==> src/hdl/pvf_pkg.sv <==
// ----------------------------------------------------------------------------
// pvf_pkg
// Shared widths, constants and controller/datapath interface types for the
// plurality vote block.
// ----------------------------------------------------------------------------
package pvf_pkg;

  localparam int unsigned ID_W        = 16;
  localparam int unsigned HIT_W       = 12;
  localparam int unsigned BEST_CNT_W  = 12;
  localparam int unsigned PCT_W       = 15;
  // 4095 * 25600 fits in 27 bits
  localparam int unsigned DIVIDEND_W  = HIT_W + PCT_W;

  localparam logic [PCT_W-1:0]      FULL_SCALE_Q8 = PCT_W'(25600);
  localparam logic [BEST_CNT_W-1:0] BEST_CNT_MAX  = '1;

  localparam int unsigned TABLE_ENTRIES_DEF = 16;
  localparam int unsigned COUNT_BITS_DEF    = 12;

  // controller -> datapath
  typedef struct packed {
    logic load;      // capture the request
    logic vote;      // update the table
    logic mul;       // form dividend, decide saturation
    logic div_step;  // one quotient bit
    logic clear;     // result shown, empty the table
  } pvf_cmd_t;

  // datapath -> controller
  typedef struct packed {
    logic last;
    logic go_div;
  } pvf_status_t;

endpackage

==> src/hdl/pvf_ctrl.sv <==
// ----------------------------------------------------------------------------
// pvf_ctrl
// Sequencer: vote update, then on the last vote the multiply, the
// bit-serial division when it is needed, and the result strobe.
// ----------------------------------------------------------------------------
module pvf_ctrl (
  input  logic                 clk,
  input  logic                 rst,
  input  logic                 start,
  input  pvf_pkg::pvf_status_t status,
  output pvf_pkg::pvf_cmd_t    cmd,
  output logic                 busy,
  output logic                 done
);

  localparam logic [2:0] S_IDLE = 3'd0;
  localparam logic [2:0] S_VOTE = 3'd1;
  localparam logic [2:0] S_MUL  = 3'd2;
  localparam logic [2:0] S_DIV  = 3'd3;
  localparam logic [2:0] S_OUT  = 3'd4;

  localparam int unsigned STEP_W = $clog2(pvf_pkg::PCT_W);

  logic [2:0]        state, state_next;
  logic [STEP_W-1:0] step, step_next;

  always_comb begin
    state_next = state;
    step_next  = step;
    unique case (state)
      S_IDLE: begin
        if (start) state_next = S_VOTE;
      end
      S_VOTE: begin
        state_next = status.last ? S_MUL : S_IDLE;
      end
      S_MUL: begin
        step_next  = STEP_W'(pvf_pkg::PCT_W - 1);
        state_next = status.go_div ? S_DIV : S_OUT;
      end
      S_DIV: begin
        if (step == '0) state_next = S_OUT;
        else            step_next  = step - 1'b1;
      end
      S_OUT: begin
        state_next = S_IDLE;
      end
      default: begin
        state_next = S_IDLE;
      end
    endcase
  end

  always_ff @(posedge clk) begin
    if (rst) begin
      state <= S_IDLE;
      step  <= '0;
    end else begin
      state <= state_next;
      step  <= step_next;
    end
  end

  assign busy         = (state != S_IDLE);
  assign done         = (state == S_OUT);
  assign cmd.load     = (state == S_IDLE) && start;
  assign cmd.vote     = (state == S_VOTE);
  assign cmd.mul      = (state == S_MUL);
  assign cmd.div_step = (state == S_DIV);
  assign cmd.clear    = (state == S_OUT);

endmodule

==> src/hdl/pvf_dp.sv <==
// ----------------------------------------------------------------------------
// pvf_dp
// Identifier table with parallel match, running best entry, and the
// restoring divider for the winning percentage.
// ----------------------------------------------------------------------------
module pvf_dp #(
  parameter int unsigned TABLE_ENTRIES = pvf_pkg::TABLE_ENTRIES_DEF,
  parameter int unsigned COUNT_BITS    = pvf_pkg::COUNT_BITS_DEF
) (
  input  logic                                clk,
  input  logic                                rst,
  input  pvf_pkg::pvf_cmd_t                   cmd,
  output pvf_pkg::pvf_status_t                status,
  input  logic                                has_id,
  input  logic [pvf_pkg::ID_W-1:0]            source_id,
  input  logic                                last,
  input  logic [pvf_pkg::HIT_W-1:0]           hit_total,
  output logic                                found,
  output logic [pvf_pkg::ID_W-1:0]            best_id,
  output logic [pvf_pkg::BEST_CNT_W-1:0]      best_count,
  output logic [pvf_pkg::PCT_W-1:0]           percent_q8,
  output logic                                table_overflow,
  output logic                                percent_saturated
);

  localparam int unsigned AW = (TABLE_ENTRIES > 1) ? $clog2(TABLE_ENTRIES) : 1;
  localparam int unsigned UW = $clog2(TABLE_ENTRIES + 1);
  localparam int unsigned CW = (COUNT_BITS > pvf_pkg::HIT_W) ? COUNT_BITS : pvf_pkg::HIT_W;
  localparam int unsigned HW = pvf_pkg::HIT_W;
  localparam int unsigned QW = pvf_pkg::PCT_W;
  localparam int unsigned DW = pvf_pkg::DIVIDEND_W;

  // captured request
  logic                  req_has_id;
  logic [pvf_pkg::ID_W-1:0] req_id;
  logic                  req_last;
  logic [HW-1:0]         req_hit;

  // table
  logic [pvf_pkg::ID_W-1:0] ids  [TABLE_ENTRIES];
  logic [COUNT_BITS-1:0]    cnts [TABLE_ENTRIES];
  logic [UW-1:0]            used;
  logic                     dropped;

  // running winner
  logic [COUNT_BITS-1:0]    best_cnt;
  logic [AW-1:0]            best_idx;
  logic [pvf_pkg::ID_W-1:0] best_id_r;

  // divider
  logic [HW-1:0] rem;
  logic [QW-1:0] quo;
  logic          found_r, sat_r;

  logic [TABLE_ENTRIES-1:0] match;
  logic                     hit;
  logic [COUNT_BITS-1:0]    hit_cnt, cand_cnt;
  logic [AW-1:0]            hit_idx, cand_idx;
  logic                     room, cand;
  logic [CW-1:0]            best_ext;
  logic [DW-1:0]            product;
  logic [HW:0]              trial;
  logic                     trial_ge;
  logic                     found_now, sat_now;

  always_comb begin
    hit_cnt = '0;
    hit_idx = '0;
    for (int n = 0; n < TABLE_ENTRIES; n++) begin
      match[n] = (UW'(n) < used) && (ids[n] == req_id);
      if (match[n]) begin
        hit_cnt = hit_cnt | cnts[n];
        hit_idx = hit_idx | AW'(n);
      end
    end
    hit  = |match;
    room = (used < UW'(TABLE_ENTRIES));
    if (hit) begin
      cand_cnt = (hit_cnt == '1) ? hit_cnt : hit_cnt + 1'b1;
      cand_idx = hit_idx;
    end else begin
      cand_cnt = COUNT_BITS'(1);
      cand_idx = used[AW-1:0];
    end
    cand = req_has_id && (hit || room);
  end

  assign best_ext  = CW'(best_cnt);
  assign found_now = (used != '0);
  assign sat_now   = found_now &&
                     ((req_hit == '0) || (best_ext > CW'(req_hit)));
  assign product   = DW'(best_ext[HW-1:0]) * DW'(pvf_pkg::FULL_SCALE_Q8);
  assign trial     = {rem, quo[QW-1]};
  assign trial_ge  = (trial >= {1'b0, req_hit});

  assign status.last   = req_last;
  assign status.go_div = found_now && !sat_now;

  always_ff @(posedge clk) begin
    if (cmd.load) begin
      req_has_id <= has_id;
      req_id     <= source_id;
      req_last   <= last;
      req_hit    <= hit_total;
    end
    if (cmd.vote && req_has_id) begin
      for (int n = 0; n < TABLE_ENTRIES; n++) begin
        if (match[n]) begin
          cnts[n] <= cand_cnt;
        end else if (!hit && room && (used[AW-1:0] == AW'(n))) begin
          ids[n]  <= req_id;
          cnts[n] <= COUNT_BITS'(1);
        end
      end
    end
    if (cmd.mul) begin
      found_r <= found_now;
      sat_r   <= sat_now;
      rem     <= product[DW-1:QW];
      quo     <= product[QW-1:0];
    end
    if (cmd.div_step) begin
      rem <= trial_ge ? HW'(trial - {1'b0, req_hit}) : trial[HW-1:0];
      quo <= {quo[QW-2:0], trial_ge};
    end
  end

  always_ff @(posedge clk) begin
    if (rst || cmd.clear) begin
      used      <= '0;
      dropped   <= 1'b0;
      best_cnt  <= '0;
      best_idx  <= '0;
      best_id_r <= '0;
    end else if (cmd.vote && req_has_id) begin
      if (!hit) begin
        if (room) used <= used + 1'b1;
        else      dropped <= 1'b1;
      end
      // earliest entry wins a tie
      if (cand && ((cand_cnt > best_cnt) ||
                   ((cand_cnt == best_cnt) && (cand_idx < best_idx)))) begin
        best_cnt  <= cand_cnt;
        best_idx  <= cand_idx;
        best_id_r <= req_id;
      end
    end
  end

  assign found             = found_r;
  assign best_id           = best_id_r;
  assign best_count        = (best_ext > CW'(pvf_pkg::BEST_CNT_MAX)) ?
                             pvf_pkg::BEST_CNT_MAX : best_ext[HW-1:0];
  assign percent_q8        = !found_r ? '0 : (sat_r ? pvf_pkg::FULL_SCALE_Q8 : quo);
  assign table_overflow    = dropped;
  assign percent_saturated = sat_r;

endmodule

==> src/hdl/plurality_vote_with_fraction_top.sv <==
// ----------------------------------------------------------------------------
// plurality_vote_with_fraction_top
// Plurality vote over a group of identifier votes with winning fraction.
// ----------------------------------------------------------------------------
// Usage:
//   A request (one vote) is taken on a rising edge with start high and busy
//   low. has_id, source_id, last and hit_total travel with it.
//   A vote without last is captured, then the table is updated once, with
//   every entry compared in parallel.
//   A vote with last adds a multiply step, then the restoring divider
//   yields one quotient bit per cycle, then the result state; the divider
//   is skipped when nothing was found or the percentage saturates.
//   The result is on the result ports for the single cycle in which done is
//   high; best_id and best_count then clear, and it cannot be stalled.
//   After the result the table and the overflow flag are emptied.
//   Reset (rst, synchronous) returns the sequencer to idle and empties the
//   table; table contents themselves are not cleared.
// ----------------------------------------------------------------------------
module plurality_vote_with_fraction_top #(
  parameter int unsigned TABLE_ENTRIES = pvf_pkg::TABLE_ENTRIES_DEF,
  parameter int unsigned COUNT_BITS    = pvf_pkg::COUNT_BITS_DEF
) (
  input  logic                           clk,
  input  logic                           rst,
  input  logic                           start,
  output logic                           busy,
  input  logic                           has_id,
  input  logic [pvf_pkg::ID_W-1:0]       source_id,
  input  logic                           last,
  input  logic [pvf_pkg::HIT_W-1:0]      hit_total,
  output logic                           done,
  output logic                           found,
  output logic [pvf_pkg::ID_W-1:0]       best_id,
  output logic [pvf_pkg::BEST_CNT_W-1:0] best_count,
  output logic [pvf_pkg::PCT_W-1:0]      percent_q8,
  output logic                           table_overflow,
  output logic                           percent_saturated
);

  pvf_pkg::pvf_cmd_t    cmd;
  pvf_pkg::pvf_status_t status;

  pvf_ctrl u_ctrl (
    .clk    (clk),
    .rst    (rst),
    .start  (start),
    .status (status),
    .cmd    (cmd),
    .busy   (busy),
    .done   (done)
  );

  pvf_dp #(
    .TABLE_ENTRIES (TABLE_ENTRIES),
    .COUNT_BITS    (COUNT_BITS)
  ) u_dp (
    .clk               (clk),
    .rst               (rst),
    .cmd               (cmd),
    .status            (status),
    .has_id            (has_id),
    .source_id         (source_id),
    .last              (last),
    .hit_total         (hit_total),
    .found             (found),
    .best_id           (best_id),
    .best_count        (best_count),
    .percent_q8        (percent_q8),
    .table_overflow    (table_overflow),
    .percent_saturated (percent_saturated)
  );

endmodule
==> config.mk <==
export PLATFORM = sky130hd
export DESIGN_NAME = plurality_vote_with_fraction_top
export DESIGN_NICKNAME = d
export VERILOG_FILES = /design/src/hdl/pvf_pkg.sv /design/src/hdl/pvf_ctrl.sv /design/src/hdl/pvf_dp.sv /design/src/hdl/plurality_vote_with_fraction_top.sv
export SDC_FILE = /design/constraint.sdc
export NUM_CORES = 1
export LEC_CHECK = 0
export BUFFER_PORTS_ARGS = -buffer_cell sky130_fd_sc_hd__buf_2
export CORE_ASPECT_RATIO = 0.75
export CORE_UTILIZATION = 50
export CTS_BUF_LIST = sky130_fd_sc_hd__clkbuf_4
export DETAILED_ROUTE_END_ITERATION = 12
export GPL_TIMING_DRIVEN = 0
export PLACE_DENSITY = 0.66
export SYNTH_ARGS = -nofsm -noshare
export SYNTH_HDL_FRONTEND = slang
export SYNTH_HIERARCHICAL = 1
export SYNTH_SLANG_ARGS = --single-unit
==> constraint.sdc <==
create_clock -name clk -period 13.8 [get_ports clk]
set_input_delay 1.38 -clock clk [delete_from_list [all_inputs] [get_ports clk]]
set_output_delay 1.38 -clock clk [all_outputs]
set_load 0.03 [all_outputs]
==> run summary <==
In this run the biggest area consumer among cell types represents 55.0% of the synthesized area. The worst register-to-register path begins at u_dp/req_id[15]. The total count of max-transition violations in the final report came out at 0. In the routed layout, each cell is associated on average with a via count of 5.92. The total of endpoints with negative setup slack in the final report was 0.

For the hold violation count in the final report, the log shows 0. For the level count of the clock H-tree, the log shows 4. Cell at the root of the clock tree: sky130_fd_sc_hd__clkbuf_4. For the finished layout, the period the worst path requires is 8.57 ns. The largest fanout of any net on the critical path came out at 17. The number of gates resized after CTS was 0. The floorplan step set the die width to 270 µm. Count of standard-cell rows: 73. Entering global routing, the biggest net connects 28 pins. CTS saw 552 sinks.

The cell count after synthesis came out at 2075. The ratio of total power to cell area is 114 nW/µm², and the post-route clock period utilization is 62.1%. The total design power came out at 3.48 mW. During I/O placement, the number of pins put on the boundary was 81.

The depth of the worst hold-timing path came out at 2. The filler cells instantiated in the layout total 4463. After floorplanning, the core was sized to cover 53200 µm². At the placement stage, the worst setup path has a slack of 5.39 ns.

Sorting the synthesized cells by area gives the leading types as sky130_fd_sc_hd__edfxtp_1 (55%), sky130_fd_sc_hd__xnor2_1 (8.2%), sky130_fd_sc_hd__dfxtp_1 (4.2%), sky130_fd_sc_hd__ha_1 (4.0%), sky130_fd_sc_hd__nand4_1 (2.1%). The number of storage elements in the synthesis netlist came out at 552. On the final layout, the worst hold slack is 0.456 ns. The leading cell type by number of instances after synthesis is sky130_fd_sc_hd__edfxtp_1. Predominant post-synthesis flop cell: sky130_fd_sc_hd__edfxtp_1. The max capacitance violation total was 0; the detailed-routing iteration count for the pre-antenna-repair pass was 6. For the total wirelength of the detailed-routed design, the log shows 78.2 mm.

In the final design database the tool counted 2449 nets. The tools report the worst voltage drop across the vdd grid as 0.0885 mV. The synthesized design spends more area on one cell type than any other, namely sky130_fd_sc_hd__edfxtp_1. For this run, design rule violations remaining after detail routing come to 0. The tools report the remaining global-route overflow as 0.

TritonCTS built the clock tree. The run gives 5.23 ns as the final worst-path setup slack. The initial antenna violation count was 1. Terminus of the critical flop-to-flop path: u_dp/best_idx[2].

The clock-pin slew reported for the worst setup and hold paths after clock tree synthesis works out to 0.08 ns. Once detail routing completed, the nets flagged for antenna violations numbered 0. The die area was 55000 µm²; the register area share after synthesis was 59.3%. The HPWL after detailed placement was 52.0 mm; the post-synth net total was 2202.

The global-route usage over all layers is 28.4%, and the number of vias in the routed layout is 18603. The via count of the first global-routing pass is 18082, and the port buffer count is 80. In this run the tightest slew margin relative to its limit is 9.97%. For the worst path required time, the log shows 14.53 ns.

The detailed router's first-iteration violation count came out at 2112. The min-delay analysis places its worst path in the category reg2reg. The number of cells on the worst reg-to-reg path came out at 27. The transition time at the pin with the least slew margin works out to 1.34 ns. In the synthesized netlist, the cells that appear most often are sky130_fd_sc_hd__edfxtp_1 (495), sky130_fd_sc_hd__xnor2_1 (253), sky130_fd_sc_hd__a21oi_1 (95). The setup total negative slack was 0 ns. For the worst setup path, the data arrival time is 9.29 ns. The logs give 10.5 nW for the static leakage and 0.0960 ns for the worst clock skew. The starting density of the core was 50.8%; the number of buffers on the longest clock path was 3. The later pin in the worst-skew pair is clocked with a latency of 0.91 ns. The area growth from synthesis to layout is 13.3%. Once the clock tree was built, the setup fixing pass inserted 0 buffers. STA classifies the critical path endpoint as a flip-flop.

The tools report the placer's final routability congestion estimate as 0.918. The share of the core filled with cells in the final layout is 57.6%. The startpoint identified for the worst hold timing path is u_dp/cnts[1][6]. The cts-stage hold buffer count came out at 0.

In this run the vertical extent of the chip is 203 µm. The total number of yosys warnings is 6, and the number of enable flip-flop cells after synthesis is 495. The summed instance area of the synthesized netlist is 27000 µm², and the fraction of layout instances using a drive strength above 1 is 22.1%. For this run, the top clock speed supported by timing is 117 MHz.

Kind of start point of the critical path: a flip-flop. Setup repair after global routing left no endpoint under its margin. Average cell area after synthesis: 13.0 µm². The path with the worst hold slack has its endpoint at u_dp/cnts[1][6]. The start-to-end type of the worst setup path was reg2reg.

After detailed routing, the average wire length per cell comes to 24.9 µm. In the synthesized netlist the async set-or-reset flop fraction comes to 0%. Buffers inserted during clock tree synthesis total 140.

The flow ran to the end, and the final reports show no timing, DRC or antenna violations. Across all register-to-register paths, the minimum setup slack is 5.23 ns. Counting distinct cell types in the post-synthesis netlist gives 83. The first global-routing pass estimated 114 mm of wire.
[registers in the layout (all words and copies together), names as in the netlist, 3 cells and up]
register and flops:
u_dp/best_id 16, u_dp/req_id 16, u_dp/ids 256, u_dp/rem 12, u_dp/cnts 192, u_ctrl/step 4, u_dp/used 5, u_dp/req_hit 12
u_dp/quo 15, u_dp/best_cnt 12, u_dp/best_idx 4, u_ctrl/state 3
[cell usage in the layout (no fill, tap or decap), types with 9 or more instances in the layout]
cell / n
sky130_fd_sc_hd__nor2b_1: 12
sky130_fd_sc_hd__a32oi_1: 16
sky130_fd_sc_hd__dfxtp_1: 57
sky130_fd_sc_hd__inv_1: 71
sky130_fd_sc_hd__nor3_1: 18
sky130_fd_sc_hd__and2_1: 39
sky130_fd_sc_hd__o21ai_0: 68
sky130_fd_sc_hd__mux2_2: 35
sky130_fd_sc_hd__xnor2_1: 253
sky130_fd_sc_hd__a22o_1: 9
sky130_fd_sc_hd__clkbuf_4: 215
sky130_fd_sc_hd__nand3_1: 63
sky130_fd_sc_hd__buf_8: 11
sky130_fd_sc_hd__nand4_1: 89
sky130_fd_sc_hd__ha_1: 86
sky130_fd_sc_hd__nand2b_1: 10
sky130_fd_sc_hd__mux2i_1: 51
sky130_fd_sc_hd__edfxtp_1: 495
sky130_fd_sc_hd__a211oi_1: 18
sky130_fd_sc_hd__xor2_1: 32
sky130_fd_sc_hd__buf_2: 103
sky130_fd_sc_hd__nor3_2: 25
sky130_fd_sc_hd__nor4_1: 13
sky130_fd_sc_hd__clkinv_1: 17
sky130_fd_sc_hd__a21o_1: 9
sky130_fd_sc_hd__a21boi_0: 17
sky130_fd_sc_hd__buf_6: 41
sky130_fd_sc_hd__nor2_1: 75
sky130_fd_sc_hd__a21oi_1: 95
sky130_fd_sc_hd__nand2_1: 84
sky130_fd_sc_hd__a22oi_1: 46
sky130_fd_sc_hd__clkbuf_1: 61
sky130_fd_sc_hd__buf_4: 26
[worst max path at each step]
| stage | from | endpoint | slack, ns | depth (start not counted) |
|---|---|---|---|---|
| after floorplan | u_dp/req_id[4] | u_dp/best_cnt[7] | 7.98 | 28 |
| after global placement | u_dp/req_id[11] | u_dp/best_id[10] | 5.47 | 27 |
| after detailed placement | u_dp/req_id[15] | u_dp/best_id[7] | 5.39 | 27 |
| after CTS | u_dp/req_id[15] | u_dp/best_id[7] | 5.34 | 27 |
| after global routing | u_dp/req_id[15] | u_dp/best_idx[0] | 4.84 | 27 |
| final | u_dp/req_id[15] | u_dp/best_idx[2] | 5.23 | 27 |
[per-stage QoR]
step	instances	instance area, µm²
3_5_place_dp	2892	28800
5_1_grt	3140	30600
4_1_cts	3139	30600
3_3_place_gp	2867	28300
6_report	3140	30600
2_1_floorplan	2075	27000
[routing by layer]
layer / GRT usage (%) / vias to the layer above / wire length (µm)
met3: 7.29 / 145 / 8540
met5: 0 / - / 0
met1: 40.3 / 9131 / 33300
met4: 9.56 / 0 / 2040
met2: 42.5 / 1037 / 34300
li1: - / 8290 / -
[power breakdown]
part | switching, mW | internal, mW | leakage, nW | total, mW
sequential | 0.0357 | 1.83 | 4.67 | 1.87
clock | 0.680 | 0.750 | 1.09 | 1.43
combinational | 0.112 | 0.0755 | 4.71 | 0.187
[worst max-delay path, stage by stage, from the launching register on]
cell,delay (ns)
sky130_fd_sc_hd__edfxtp_1,1.08
sky130_fd_sc_hd__buf_4,0.42
sky130_fd_sc_hd__buf_6,0.24
sky130_fd_sc_hd__xnor2_1,0.14
sky130_fd_sc_hd__nand4_1,0.13
sky130_fd_sc_hd__nor3_2,0.63
sky130_fd_sc_hd__and2_1,0.24
sky130_fd_sc_hd__buf_2,0.40
sky130_fd_sc_hd__a221oi_1,0.18
sky130_fd_sc_hd__nand4_1,0.14
sky130_fd_sc_hd__buf_6,0.19
sky130_fd_sc_hd__buf_1,0.61
sky130_fd_sc_hd__ha_1,0.29
sky130_fd_sc_hd__a21boi_1,0.20
sky130_fd_sc_hd__buf_4,0.23
sky130_fd_sc_hd__nand3_2,0.17
sky130_fd_sc_hd__nor2_2,0.44
sky130_fd_sc_hd__mux2i_1,0.51
sky130_fd_sc_hd__ha_1,0.21
sky130_fd_sc_hd__nand4_1,0.10
sky130_fd_sc_hd__nor3_1,0.50
sky130_fd_sc_hd__nor2_1,0.09
sky130_fd_sc_hd__a31oi_1,0.27
sky130_fd_sc_hd__o21ai_0,0.21
sky130_fd_sc_hd__a21oi_4,0.28
sky130_fd_sc_hd__buf_6,0.23
sky130_fd_sc_hd__mux2i_1,0.21
sky130_fd_sc_hd__nor2_1,0.05
[logic make-up after synthesis]
| logic type | count (synthesis) | synth area share (%) |
|---|---|---|
| mux | 87 | 3.41 |
| compound gates | 346 | 8.47 |
| simple gates | 491 | 10.4 |
| xor+xnor | 292 | 9.67 |
| fa+ha+maj | 94 | 4.58 |
| buf+inv | 213 | 4.26 |
| flops | 552 | 59.3 |
[cell type report]
class,instances,area (µm²),area share [%]
flip-flops and latches,552,16000,52.3
multi-input cells,1310,9980,32.6
clock buffers,215,1610,5.27
well taps,712,891,2.91
plain buffers,142,883,2.89
repair buffers,105,749,2.45
inverters,71,267,0.871
clock inverters,32,210,0.687
diodes,1,2.50,0.00818
No activity file was read; power rests on OpenSTA's default activity.
